<file path="src/rtl/dpx_pkg.sv">
// ----------------------------------------------------------------------------
// dpx_pkg
// Shared widths, register codes, reset values and types for the depth pixel
// to xyz back-projection pipeline.
// ----------------------------------------------------------------------------
package dpx_pkg;

   // field widths
   localparam int COORD_BITS  = 12;
   localparam int DEPTH_BITS  = 16;
   localparam int REG_BITS    = 12;
   localparam int OFFSET_BITS = 16;
   localparam int CODE_BITS   = 16;
   localparam int COLOR_BITS  = 8;
   localparam int CSR_IDX_BITS  = 3;
   localparam int CSR_DATA_BITS = 16;

   // derived datapath widths
   localparam int DIFF_BITS = (COORD_BITS > REG_BITS) ? COORD_BITS : REG_BITS;
   localparam int PROD_BITS = DEPTH_BITS + DIFF_BITS;

   // divider: quotient bits retired per stage and stage count
   localparam int DIV_STEPS      = 4;
   localparam int DIV_STAGES     = (PROD_BITS + DIV_STEPS - 1) / DIV_STEPS;
   localparam int DQ_BITS        = DIV_STAGES * DIV_STEPS;

   // input register, product, divider stages, output register
   localparam int LATENCY = DIV_STAGES + 3;

   // register reset values
   localparam logic [REG_BITS-1:0]    FOCAL_X_RST  = REG_BITS'(931);
   localparam logic [REG_BITS-1:0]    FOCAL_Y_RST  = REG_BITS'(931);
   localparam logic [REG_BITS-1:0]    CENTER_X_RST = REG_BITS'(965);
   localparam logic [REG_BITS-1:0]    CENTER_Y_RST = REG_BITS'(548);
   localparam logic [OFFSET_BITS-1:0] OFFSET_RST   = OFFSET_BITS'(1000 * 20);

   // register index codes
   typedef enum logic [CSR_IDX_BITS-1:0] {
      CSR_FOCAL_X  = 3'd0,
      CSR_FOCAL_Y  = 3'd1,
      CSR_CENTER_X = 3'd2,
      CSR_CENTER_Y = 3'd3,
      CSR_OFFSET   = 3'd4
   } csr_index_type;

   // configuration seen by the datapath
   typedef struct packed {
      logic [REG_BITS-1:0]    focal_x;
      logic [REG_BITS-1:0]    focal_y;
      logic [REG_BITS-1:0]    center_x;
      logic [REG_BITS-1:0]    center_y;
      logic [OFFSET_BITS-1:0] offset;
   } cfg_type;

   // one divider stage word: partial remainder, dividend/quotient shifter, sign
   typedef struct packed {
      logic [REG_BITS-1:0] rem;
      logic [DQ_BITS-1:0]  dq;
      logic                neg;
   } div_type;

   // pass-through fields riding beside the datapath
   typedef struct packed {
      logic [DEPTH_BITS-1:0] depth;
      logic [COLOR_BITS-1:0] red;
      logic [COLOR_BITS-1:0] green;
      logic [COLOR_BITS-1:0] blue;
   } side_type;

endpackage

</file>
<file path="src/rtl/dpx_csr.sv">
// ----------------------------------------------------------------------------
// dpx_csr
// Configuration register bank: focal lengths, principal point and bias.
// ----------------------------------------------------------------------------
module dpx_csr (
   input  logic                                 clock,
   input  logic                                 reset,
   input  logic                                 csr_valid,
   output logic                                 csr_ready,
   input  logic [dpx_pkg::CSR_IDX_BITS-1:0]     csr_index,
   input  logic [dpx_pkg::CSR_DATA_BITS-1:0]    csr_data,
   output dpx_pkg::cfg_type                     cfg
);

   dpx_pkg::cfg_type cfg_ff;
   dpx_pkg::cfg_type cfg_in;

   // writes are always accepted
   assign csr_ready = 1'b1;

   // next register values, writes past the list are dropped
   always_comb begin
      cfg_in = cfg_ff;
      if (csr_valid) begin
         case (csr_index)
            dpx_pkg::CSR_FOCAL_X:  cfg_in.focal_x  = csr_data[dpx_pkg::REG_BITS-1:0];
            dpx_pkg::CSR_FOCAL_Y:  cfg_in.focal_y  = csr_data[dpx_pkg::REG_BITS-1:0];
            dpx_pkg::CSR_CENTER_X: cfg_in.center_x = csr_data[dpx_pkg::REG_BITS-1:0];
            dpx_pkg::CSR_CENTER_Y: cfg_in.center_y = csr_data[dpx_pkg::REG_BITS-1:0];
            dpx_pkg::CSR_OFFSET:   cfg_in.offset   = csr_data[dpx_pkg::OFFSET_BITS-1:0];
            default: ;
         endcase
      end
   end

   always_ff @(posedge clock) begin
      if (reset) begin
         cfg_ff.focal_x  <= dpx_pkg::FOCAL_X_RST;
         cfg_ff.focal_y  <= dpx_pkg::FOCAL_Y_RST;
         cfg_ff.center_x <= dpx_pkg::CENTER_X_RST;
         cfg_ff.center_y <= dpx_pkg::CENTER_Y_RST;
         cfg_ff.offset   <= dpx_pkg::OFFSET_RST;
      end else begin
         cfg_ff <= cfg_in;
      end
   end

   assign cfg = cfg_ff;

endmodule

</file>
<file path="src/rtl/dpx_div_stage.sv">
// ----------------------------------------------------------------------------
// dpx_div_stage
// One registered stage of the restoring divider, retiring DIV_STEPS quotient bits.
// ----------------------------------------------------------------------------
module dpx_div_stage (
   input  logic                          clock,
   input  dpx_pkg::div_type              div_in,
   input  logic [dpx_pkg::REG_BITS-1:0]  divisor,
   output dpx_pkg::div_type              div_out
);

   dpx_pkg::div_type div_ff;
   dpx_pkg::div_type div_nx_in;

   // shift-compare-subtract steps
   always_comb begin
      logic [dpx_pkg::REG_BITS:0] part;
      div_nx_in = div_in;
      part      = '0;
      for (int i = 0; i < dpx_pkg::DIV_STEPS; i++) begin
         part         = {div_nx_in.rem, div_nx_in.dq[dpx_pkg::DQ_BITS-1]};
         div_nx_in.dq = {div_nx_in.dq[dpx_pkg::DQ_BITS-2:0], 1'b0};
         if (part >= {1'b0, divisor}) begin
            part            = part - {1'b0, divisor};
            div_nx_in.dq[0] = 1'b1;
         end
         div_nx_in.rem = part[dpx_pkg::REG_BITS-1:0];
      end
   end

   always_ff @(posedge clock) begin
      div_ff <= div_nx_in;
   end

   assign div_out = div_ff;

endmodule

</file>
<file path="src/rtl/dpx_axis.sv">
// ----------------------------------------------------------------------------
// dpx_axis
// Back-projection of one image axis: offset from centre, scale by depth,
// pipelined divide by focal length, sign and bias.
// ----------------------------------------------------------------------------
module dpx_axis (
   input  logic                             clock,
   input  logic [dpx_pkg::COORD_BITS-1:0]   pos,
   input  logic [dpx_pkg::DEPTH_BITS-1:0]   depth,
   input  logic [dpx_pkg::REG_BITS-1:0]     center,
   input  logic [dpx_pkg::REG_BITS-1:0]     focal,
   input  logic [dpx_pkg::OFFSET_BITS-1:0]  offset,
   output logic [dpx_pkg::CODE_BITS-1:0]    code
);

   logic [dpx_pkg::DIFF_BITS-1:0]  pos_ext;
   logic [dpx_pkg::DIFF_BITS-1:0]  ctr_ext;
   logic                           neg_in;
   logic [dpx_pkg::DIFF_BITS-1:0]  diff_in;
   logic                           neg_a_ff;
   logic [dpx_pkg::DIFF_BITS-1:0]  diff_ff;
   logic [dpx_pkg::DEPTH_BITS-1:0] depth_ff;
   logic                           neg_b_ff;
   logic [dpx_pkg::PROD_BITS-1:0]  prod_ff;
   dpx_pkg::div_type               chain [dpx_pkg::DIV_STAGES+1];
   logic [dpx_pkg::CODE_BITS-1:0]  mag;
   logic [dpx_pkg::CODE_BITS-1:0]  code_in;
   logic [dpx_pkg::CODE_BITS-1:0]  code_ff;

   // magnitude and sign of the distance from the principal point
   assign pos_ext = dpx_pkg::DIFF_BITS'(pos);
   assign ctr_ext = dpx_pkg::DIFF_BITS'(center);
   assign neg_in  = pos_ext < ctr_ext;
   assign diff_in = neg_in ? (ctr_ext - pos_ext) : (pos_ext - ctr_ext);

   always_ff @(posedge clock) begin
      neg_a_ff <= neg_in;
      diff_ff  <= diff_in;
      depth_ff <= depth;
   end

   // scale by depth
   always_ff @(posedge clock) begin
      neg_b_ff <= neg_a_ff;
      prod_ff  <= dpx_pkg::PROD_BITS'(depth_ff) * dpx_pkg::PROD_BITS'(diff_ff);
   end

   // divider chain, dividend zero-padded to a whole number of stages
   assign chain[0].rem = '0;
   assign chain[0].dq  = dpx_pkg::DQ_BITS'(prod_ff);
   assign chain[0].neg = neg_b_ff;

   for (genvar g = 0; g < dpx_pkg::DIV_STAGES; g++) begin : g_div
      dpx_div_stage u_stage (
         .clock   (clock),
         .div_in  (chain[g]),
         .divisor (focal),
         .div_out (chain[g+1])
      );
   end

   // apply sign and bias, zero focal gives a zero term
   assign mag     = (focal == '0) ? '0
                  : chain[dpx_pkg::DIV_STAGES].dq[dpx_pkg::CODE_BITS-1:0];
   assign code_in = offset + (chain[dpx_pkg::DIV_STAGES].neg
                              ? (~mag + dpx_pkg::CODE_BITS'(1)) : mag);

   always_ff @(posedge clock) begin
      code_ff <= code_in;
   end

   assign code = code_ff;

endmodule

</file>
<file path="src/rtl/depth_pixel_to_xyz_top.sv">
// ----------------------------------------------------------------------------
// depth_pixel_to_xyz_top
// Throughput: one pixel per cycle outside reset; the seven-stage divider
// retires four quotient bits per stage.
// Reset: synchronous; clears the valid pipeline, loads register defaults and
// holds busy high. The receiver cannot stall: each word is strobed once.
// ----------------------------------------------------------------------------
module depth_pixel_to_xyz_top (
   input  logic                                 clock,
   input  logic                                 reset,
   // pixel request
   input  logic                                 start,
   output logic                                 busy,
   input  logic [dpx_pkg::COORD_BITS-1:0]       req_column,
   input  logic [dpx_pkg::COORD_BITS-1:0]       req_row,
   input  logic [dpx_pkg::DEPTH_BITS-1:0]       req_depth,
   input  logic [dpx_pkg::COLOR_BITS-1:0]       req_red_in,
   input  logic [dpx_pkg::COLOR_BITS-1:0]       req_green_in,
   input  logic [dpx_pkg::COLOR_BITS-1:0]       req_blue_in,
   // point response
   output logic                                 rsp_valid,
   output logic [dpx_pkg::CODE_BITS-1:0]        rsp_x_code,
   output logic [dpx_pkg::CODE_BITS-1:0]        rsp_y_code,
   output logic [dpx_pkg::CODE_BITS-1:0]        rsp_z_code,
   output logic [dpx_pkg::COLOR_BITS-1:0]       rsp_red_out,
   output logic [dpx_pkg::COLOR_BITS-1:0]       rsp_green_out,
   output logic [dpx_pkg::COLOR_BITS-1:0]       rsp_blue_out,
   // configuration
   input  logic                                 csr_valid,
   output logic                                 csr_ready,
   input  logic [dpx_pkg::CSR_IDX_BITS-1:0]     csr_index,
   input  logic [dpx_pkg::CSR_DATA_BITS-1:0]    csr_data
);

   dpx_pkg::cfg_type  cfg;
   logic              accept;
   dpx_pkg::side_type side_in;
   logic              valid_ff [dpx_pkg::LATENCY];
   dpx_pkg::side_type side_ff  [dpx_pkg::LATENCY];
   dpx_pkg::side_type side_out;

   // configuration registers
   dpx_csr u_csr (
      .clock     (clock),
      .reset     (reset),
      .csr_valid (csr_valid),
      .csr_ready (csr_ready),
      .csr_index (csr_index),
      .csr_data  (csr_data),
      .cfg       (cfg)
   );

   // pipeline takes a word every cycle outside reset
   assign busy   = reset;
   assign accept = start && !busy;

   // x and y datapaths
   dpx_axis u_axis_x (
      .clock  (clock),
      .pos    (req_column),
      .depth  (req_depth),
      .center (cfg.center_x),
      .focal  (cfg.focal_x),
      .offset (cfg.offset),
      .code   (rsp_x_code)
   );

   dpx_axis u_axis_y (
      .clock  (clock),
      .pos    (req_row),
      .depth  (req_depth),
      .center (cfg.center_y),
      .focal  (cfg.focal_y),
      .offset (cfg.offset),
      .code   (rsp_y_code)
   );

   // valid bits travel alongside the datapath
   always_ff @(posedge clock) begin
      if (reset) begin
         for (int i = 0; i < dpx_pkg::LATENCY; i++) begin
            valid_ff[i] <= 1'b0;
         end
      end else begin
         valid_ff[0] <= accept;
         for (int i = 1; i < dpx_pkg::LATENCY; i++) begin
            valid_ff[i] <= valid_ff[i-1];
         end
      end
   end

   // depth and colour delay line
   assign side_in.depth = req_depth;
   assign side_in.red   = req_red_in;
   assign side_in.green = req_green_in;
   assign side_in.blue  = req_blue_in;

   always_ff @(posedge clock) begin
      side_ff[0] <= side_in;
      for (int i = 1; i < dpx_pkg::LATENCY; i++) begin
         side_ff[i] <= side_ff[i-1];
      end
   end

   // response word
   assign side_out      = side_ff[dpx_pkg::LATENCY-1];
   assign rsp_valid     = valid_ff[dpx_pkg::LATENCY-1];
   assign rsp_z_code    = dpx_pkg::CODE_BITS'(side_out.depth);
   assign rsp_red_out   = side_out.red;
   assign rsp_green_out = side_out.green;
   assign rsp_blue_out  = side_out.blue;

endmodule
</file>
<file path="config.mk">
export PLATFORM = sky130hd
export DESIGN_NAME = depth_pixel_to_xyz_top
export DESIGN_NICKNAME = d
export VERILOG_FILES = /design/src/rtl/dpx_pkg.sv /design/src/rtl/dpx_csr.sv /design/src/rtl/dpx_div_stage.sv /design/src/rtl/dpx_axis.sv /design/src/rtl/depth_pixel_to_xyz_top.sv
export SDC_FILE = /design/constraint.sdc
export NUM_CORES = 2
export LEC_CHECK = 0
export BUFFER_PORTS_ARGS = -buffer_cell sky130_fd_sc_hd__buf_4
export CAP_MARGIN = 20
export CELL_PAD_IN_SITES_DETAIL_PLACEMENT = 2
export CELL_PAD_IN_SITES_GLOBAL_PLACEMENT = 2
export CORE_MARGIN = 2
export CORE_UTILIZATION = 38
export CTS_CLUSTER_DIAMETER = 100
export DETAILED_ROUTE_END_ITERATION = 10
export HOLD_SLACK_MARGIN = 0.05
export PLACE_DENSITY_LB_ADDON = 0.15
export SLEW_MARGIN = 20
export SYNTH_ARGS = -nofsm -noshare
export SYNTH_HDL_FRONTEND = slang
export SYNTH_HIERARCHICAL = 1
export SYNTH_SLANG_ARGS = --single-unit
</file>
<file path="constraint.sdc">
create_clock -name clock -period 9.8 [get_ports clock]
set_input_delay 0.49 -clock clock [delete_from_list [all_inputs] [get_ports clock]]
set_output_delay 0.49 -clock clock [all_outputs]
set_load 0.01 [all_outputs]
</file>
Word-level counts from Yosys, hierarchy flattened:

Memories as Yosys holds them, arrays and structs flattened.
Cells that the tools add are included.

* multipliers: 2
* eq/ne operators: 4
* $lt $le $gt $ge: 58
* bitwise logic cells: 12
* add/sub/neg operators: 62
* reductions and logical operators: 10
* muxes and demuxes: 129

Operator list (number)
* greater-or-equal comparator 13 x 12 -> 1 bit: 54
* 2-to-1 mux 12 bit: 56
* subtractor 12 bit: 56
* 2-to-1 mux 1 bit: 69
* 2-to-1 mux 16 bit: 4
* multiplier 16 x 12 -> 28 bit: 2
* adder 16 x 1 -> 16 bit (second input constant): 2
* adder 16 bit: 2
* NOT 16 bit: 2
* greater-or-equal comparator 1 x 12 -> 1 bit: 2
* zero test 12 bit: 2
* less-than comparator 12 bit: 2
* subtractor 1 x 12 -> 12 bit: 2
* OR 1 bit: 10
* AND reduction 2 bit: 5
* == test 3 x 2 -> 1 bit (second input constant): 2
* == test 3 x 1 -> 1 bit (second input constant): 1
* == test 3 bit (second input constant): 1
* zero test 3 bit: 1
* logical AND 1 bit: 1
* zero test 1 bit: 1

* memories kept: 2
* flip-flop bits (word level): 722
* bits in writable memories: 410
* input bits: 87
* logic and storage cells: 335

Memories
* side_ff: depth 10, bits a word 40, read ports 10, clocked after Yosys merged registers in 0, wr ports 10, line depth_pixel_to_xyz_top.sv:39 `dpx_pkg::side_type side_ff [dpx_pkg::LATENCY];`
* valid_ff: depth 10, bits a word 1, read ports 10, clocked after Yosys merged registers in 0, wr ports 10, line depth_pixel_to_xyz_top.sv:38 `logic valid_ff [dpx_pkg::LATENCY];`

Longest topological paths before layout:

* depth in word-level cells: 8
* depth in mapped cells: 46
* mapped depth without buffers: 41

Modules after synthesis:

The synthesis kept the hierarchy.

By module, submodules not included
* dpx_div_stage (u_axis_x.g_div[4].u_stage ...): seq. area each 820.8 um^2, times used 8, cells each 399, area an instance 3542.1 um^2
* dpx_div_stage (u_axis_x.g_div[1].u_stage ...): seq. area each 820.8 um^2, times used 3, cells each 404, area an instance 3634.7 um^2
* dpx_axis (u_axis_x): seq. area each 1481.4 um^2, times used 1, cells each 1165, area an instance 10017.1 um^2
* dpx_axis (u_axis_y): seq. area each 1481.4 um^2, times used 1, cells each 1107, area an instance 9663.0 um^2
* depth_pixel_to_xyz_top: seq. area each 8207.9 um^2, times used 1, cells each 421, area an instance 8277.9 um^2
* dpx_div_stage (u_axis_y.g_div[5].u_stage): seq. area each 820.8 um^2, times used 1, cells each 432, area an instance 3733.6 um^2
* dpx_div_stage (u_axis_y.g_div[6].u_stage): seq. area each 820.8 um^2, times used 1, cells each 415, area an instance 3692.3 um^2
* dpx_div_stage (u_axis_x.g_div[0].u_stage): seq. area each 820.8 um^2, times used 1, cells each 394, area an instance 3589.7 um^2
* dpx_csr: seq. area each 1281.2 um^2, times used 1, cells each 246, area an instance 2570.0 um^2

Worst setup path after synthesis:

No wires, ideal clock.

* path type: register -> register
* start: register u_csr.cfg_ff (netlist bit u_csr/cfg[41])
* end: register u_axis_y.g_div[5].u_stage.div_ff (netlist bit u_axis_y/g_div[5].u_stage/div_out[31])
* period minus slack after synthesis: 9.503 ns
* arrival: 9.382 ns
* setup slack: 0.297 ns
* cell stages (with the launch flop): 44
* data required time: 9.679 ns
* cell sequence: dfxtp_1 -> inv_1 -> ha_1 -> nand4_1 -> nor4_2 -> or4_4 -> a31oi_4 -> buf_6 -> buf_2 -> nor2_1 -> a21oi_1 -> inv_1 -> ha_1 -> a211o_1 -> or2_4 -> o221ai_4 -> a21oi_2 -> a211o_4 -> [... 8 more ...] -> a2111oi_2 -> o21ai_1 -> a31oi_1 -> o21ai_1 -> a21oi_4 -> mux2i_1 -> ha_1 -> nor2b_1 -> o21ai_0 -> a21boi_0 -> o211ai_1 -> a31oi_1 -> o21ai_0 -> nand2b_1 -> a21oi_2 -> inv_2 -> buf_6 -> mux2_4

RTL lines
* start, declared: line dpx_csr.sv:15 `dpx_pkg::cfg_type cfg_ff;`
* start signal, assigned: line dpx_csr.sv:44 `cfg_ff <= cfg_in;`
* end signal, assigned: line dpx_div_stage.sv:32 `div_ff <= div_nx_in;`
* end, declared: line dpx_div_stage.sv:12 `dpx_pkg::div_type div_ff;`

==> reports/metrics.cfg <==
[logic_synthesis]
syn-cell-area_um2 = 76700
ys.warnings.count = 6
syn_avg_cell_area_um2 = 9.21
synth_cells = 8321

[outcome]
status = complete, no violations

[worst_setup_path]
reg2reg_to = u_axis_x/g_div[1].u_stage/div_out[32]$_DFF_P_
path_common_cell = buf_4
rr_startpoint = u_csr/cfg[58]$_SDFFE_PP0P_
rrSetupSlack_ns = 0.49
crit_arrival_ns = 9.97
cp-end-kind = flop
cp_slowest_cell = dfxtp_2
slowest_delay_ns = 0.46
worstPathMaxFanout = 12
critPathKind = reg -> reg
critPathLaunchType = flop
worstPathRequired_ns = 10.46
reg2reg_depth = 39

[placed_design]
gp_congestion = 0.891
portBuffers = 160
dpl_worst_slack_ns = -0.224
placed_area_um2 = 81600
dp.final_hpwl_mm = 211
dpl.cell_count = 11200

[global_routing]
overflow = 0
grt_pass1_vias = 69400
grt_pass1_wl_mm = 410
grtUsageTotal_pct = 25.4
grt_start_max_net_pins = 45
antenna_found_initial = 25

[final_layout]
finalInstanceArea_um2 = 87300
final_cells = 11500
area_growth_pct = 13.9
fin_util_pct = 43.6
drive_gt1_share_pct = 13.0
nets = 10000

[cts]
ctsLongestPathBuffers = 3
h-tree-depth = 4
numCtsBuffers = 130
clock-root-buffer = clkbuf_16
cts_num_sinks = 1028
cts_tree = yes
clk_pin_slew_ns = 0.06
worstSkewPairLatency_ns = 0.83

[floorplanning]
row_count = 164
initial_core_util_pct = 38.3
dieHeight_um = 453
fp.dieW_um = 453
coreArea_um2 = 200000
die_area_um2 = 205000
ios = 162

[detailed_routing]
drt_wl_total_mm = 263
drt_iter0_drc = 2422
viasPerCell = 5.43
drtPass1Iterations = 7
post_drt_wl_per_cell_um = 22.9
antenna_left = 0
drcViolationCount = 0
vias = 62400

[flow_run]
maxCapViolCount = 0

[timing]
tightest_slew_ns = 1.12
setup_ws_ns = 0.490
maxSlewViolCount = 0
finClkSkew_ns = 0.0558
setup_viol = 0
slew_headroom_pct = 24.8
fmax_mhz = 107
period_minus_slack_ns = 9.31
finalCritPeriodShare_pct = 95.0
hold_viol = 0

[hold_path]
hp-class = in -> reg
hold_path_startpoint = req_column[0]
holdPathEnd = u_axis_x/diff_ff[0]$_DFF_P_
hold_depth = 4

-- per-stage QoR --
| step | hold WS [ns] | setup TNS, ns |
|---|---|---|
| 2_1_floorplan | 0.310 | 0 |
| 3_5_place_dp | 0.313 | -4.29 |
| 3_3_place_gp | 0.310 | 0 |
| 4_1_cts | 0.0508 | 0 |
| 6_report | 0.104 | 0 |
| 5_1_grt | 0.0683 | -0.254 |
-- state kept, by name, indices dropped and copies added, names as in the netlist, 16 cells and up --
register,flops
u_axis_y/depth_ff,16
u_csr/cfg,64
u_axis_x/code,16
u_axis_y/g_div.u_stage/div_out,203
u_axis_x/g_div.u_stage/div_out,203
side_ff,400
u_axis_y/code,16
u_axis_x/prod_ff,28
u_axis_x/depth_ff,16
u_axis_y/prod_ff,28
-- layout by cell type, fill, tap and decap left out, types with 26 or more instances in the layout --
cell type and count:
a211o_1 36, a211oi_1 65, a21o_1 178, a21oi_1 534, a21oi_2 27, a31oi_1 65, and2_1 131, and3_1 56
buf_4 337, clkbuf_16 130, conb_1 51, dfxtp_1 1009, dlygate4sd3_1 48, fa_1 340, ha_1 879, inv_1 886
mux2_1 49, mux2_2 219, mux2_4 113, mux2i_1 154, nand2_1 541, nand2b_1 133, nand3_1 135, nand4_1 102
nor2_1 499, nor2b_1 122, nor3_1 165, nor4_1 63, o211ai_1 67, o21a_1 107, o21ai_0 208, o21ai_1 66
o21bai_1 59, o31a_1 29, o31ai_1 41, or2_2 31, or3_1 26, xnor2_1 348, xor2_1 183
-- final cells by class --
| class | count | area (µm²) |
|---|---|---|
| Clock inverter | 67 | 1060 |
| Multi-Input combinational cell | 6274 | 52200 |
| Clock buffer | 168 | 3620 |
| Sequential cell | 1028 | 20600 |
| Tap cell | 2656 | 3320 |
| Antenna cell | 12 | 30.0 |
| Timing Repair Buffer | 390 | 3100 |
| Inverter | 895 | 3360 |
| Fill cell | 21600 | 113000 |
-- worst max-delay path, delay by kind of cell (launching register included) --
| family | cells | cell delay (ns) |
|---|---|---|
| and+or+nand+nor | 8 | 1.53 |
| DFF | 1 | 0.46 |
| adders and majority gates | 4 | 1.54 |
| AOI/OAI and AO/OA | 16 | 2.82 |
| buffers and inverters | 7 | 1.35 |
| muxes | 4 | 1.40 |
-- per-layer routing --
layer  GRT usage [%]  part of all wire [%]  vias up
met2            45.7                    50      726
met1            31.8                    45    31600
met3            2.64                   2.2      318
li1                -                     -    29800
met4            7.21                   3.1        0
met5               0                     0        -
-- how the worst max path moves through the flow --
stage,start,endpoint,slack [ns],cells after the start
CTS,u_csr/cfg[58]$_SDFFE_PP0P_,u_axis_x/g_div[4].u_stage/div_out[30]$_DFF_P_,0.01,38
detailed placement,u_csr/cfg[57]$_SDFFE_PP1P_,u_axis_x/g_div[1].u_stage/div_out[32]$_DFF_P_,-0.22,37
global route,u_csr/cfg[58]$_SDFFE_PP0P_,u_axis_x/g_div[1].u_stage/div_out[34]$_DFF_P_,-0.03,39
global placement,u_csr/cfg[57]$_SDFFE_PP1P_,u_axis_x/g_div[0].u_stage/div_out[35]$_DFF_P_,0.08,37
floorplan,u_csr/cfg[41]$_SDFFE_PP1P_,u_axis_y/g_div[5].u_stage/div_out[31]$_DFF_P_,0.30,43
finish,u_csr/cfg[58]$_SDFFE_PP0P_,u_axis_x/g_div[1].u_stage/div_out[32]$_DFF_P_,0.49,39
-- what timing repair did --
action / in CTS / in global routing
gates resized for setup: 13 / 82
endpoints found under the hold margin: 79 / 1
hold buffers: 47 / 1
pin swaps: 1 / 5
setup endpoints to repair: 68 / 151
buffers inserted: 1 / 17
Power is left out: the tool's default activity adds up to more than one toggle a clock period on the data nets, which glitch-free logic cannot reach.
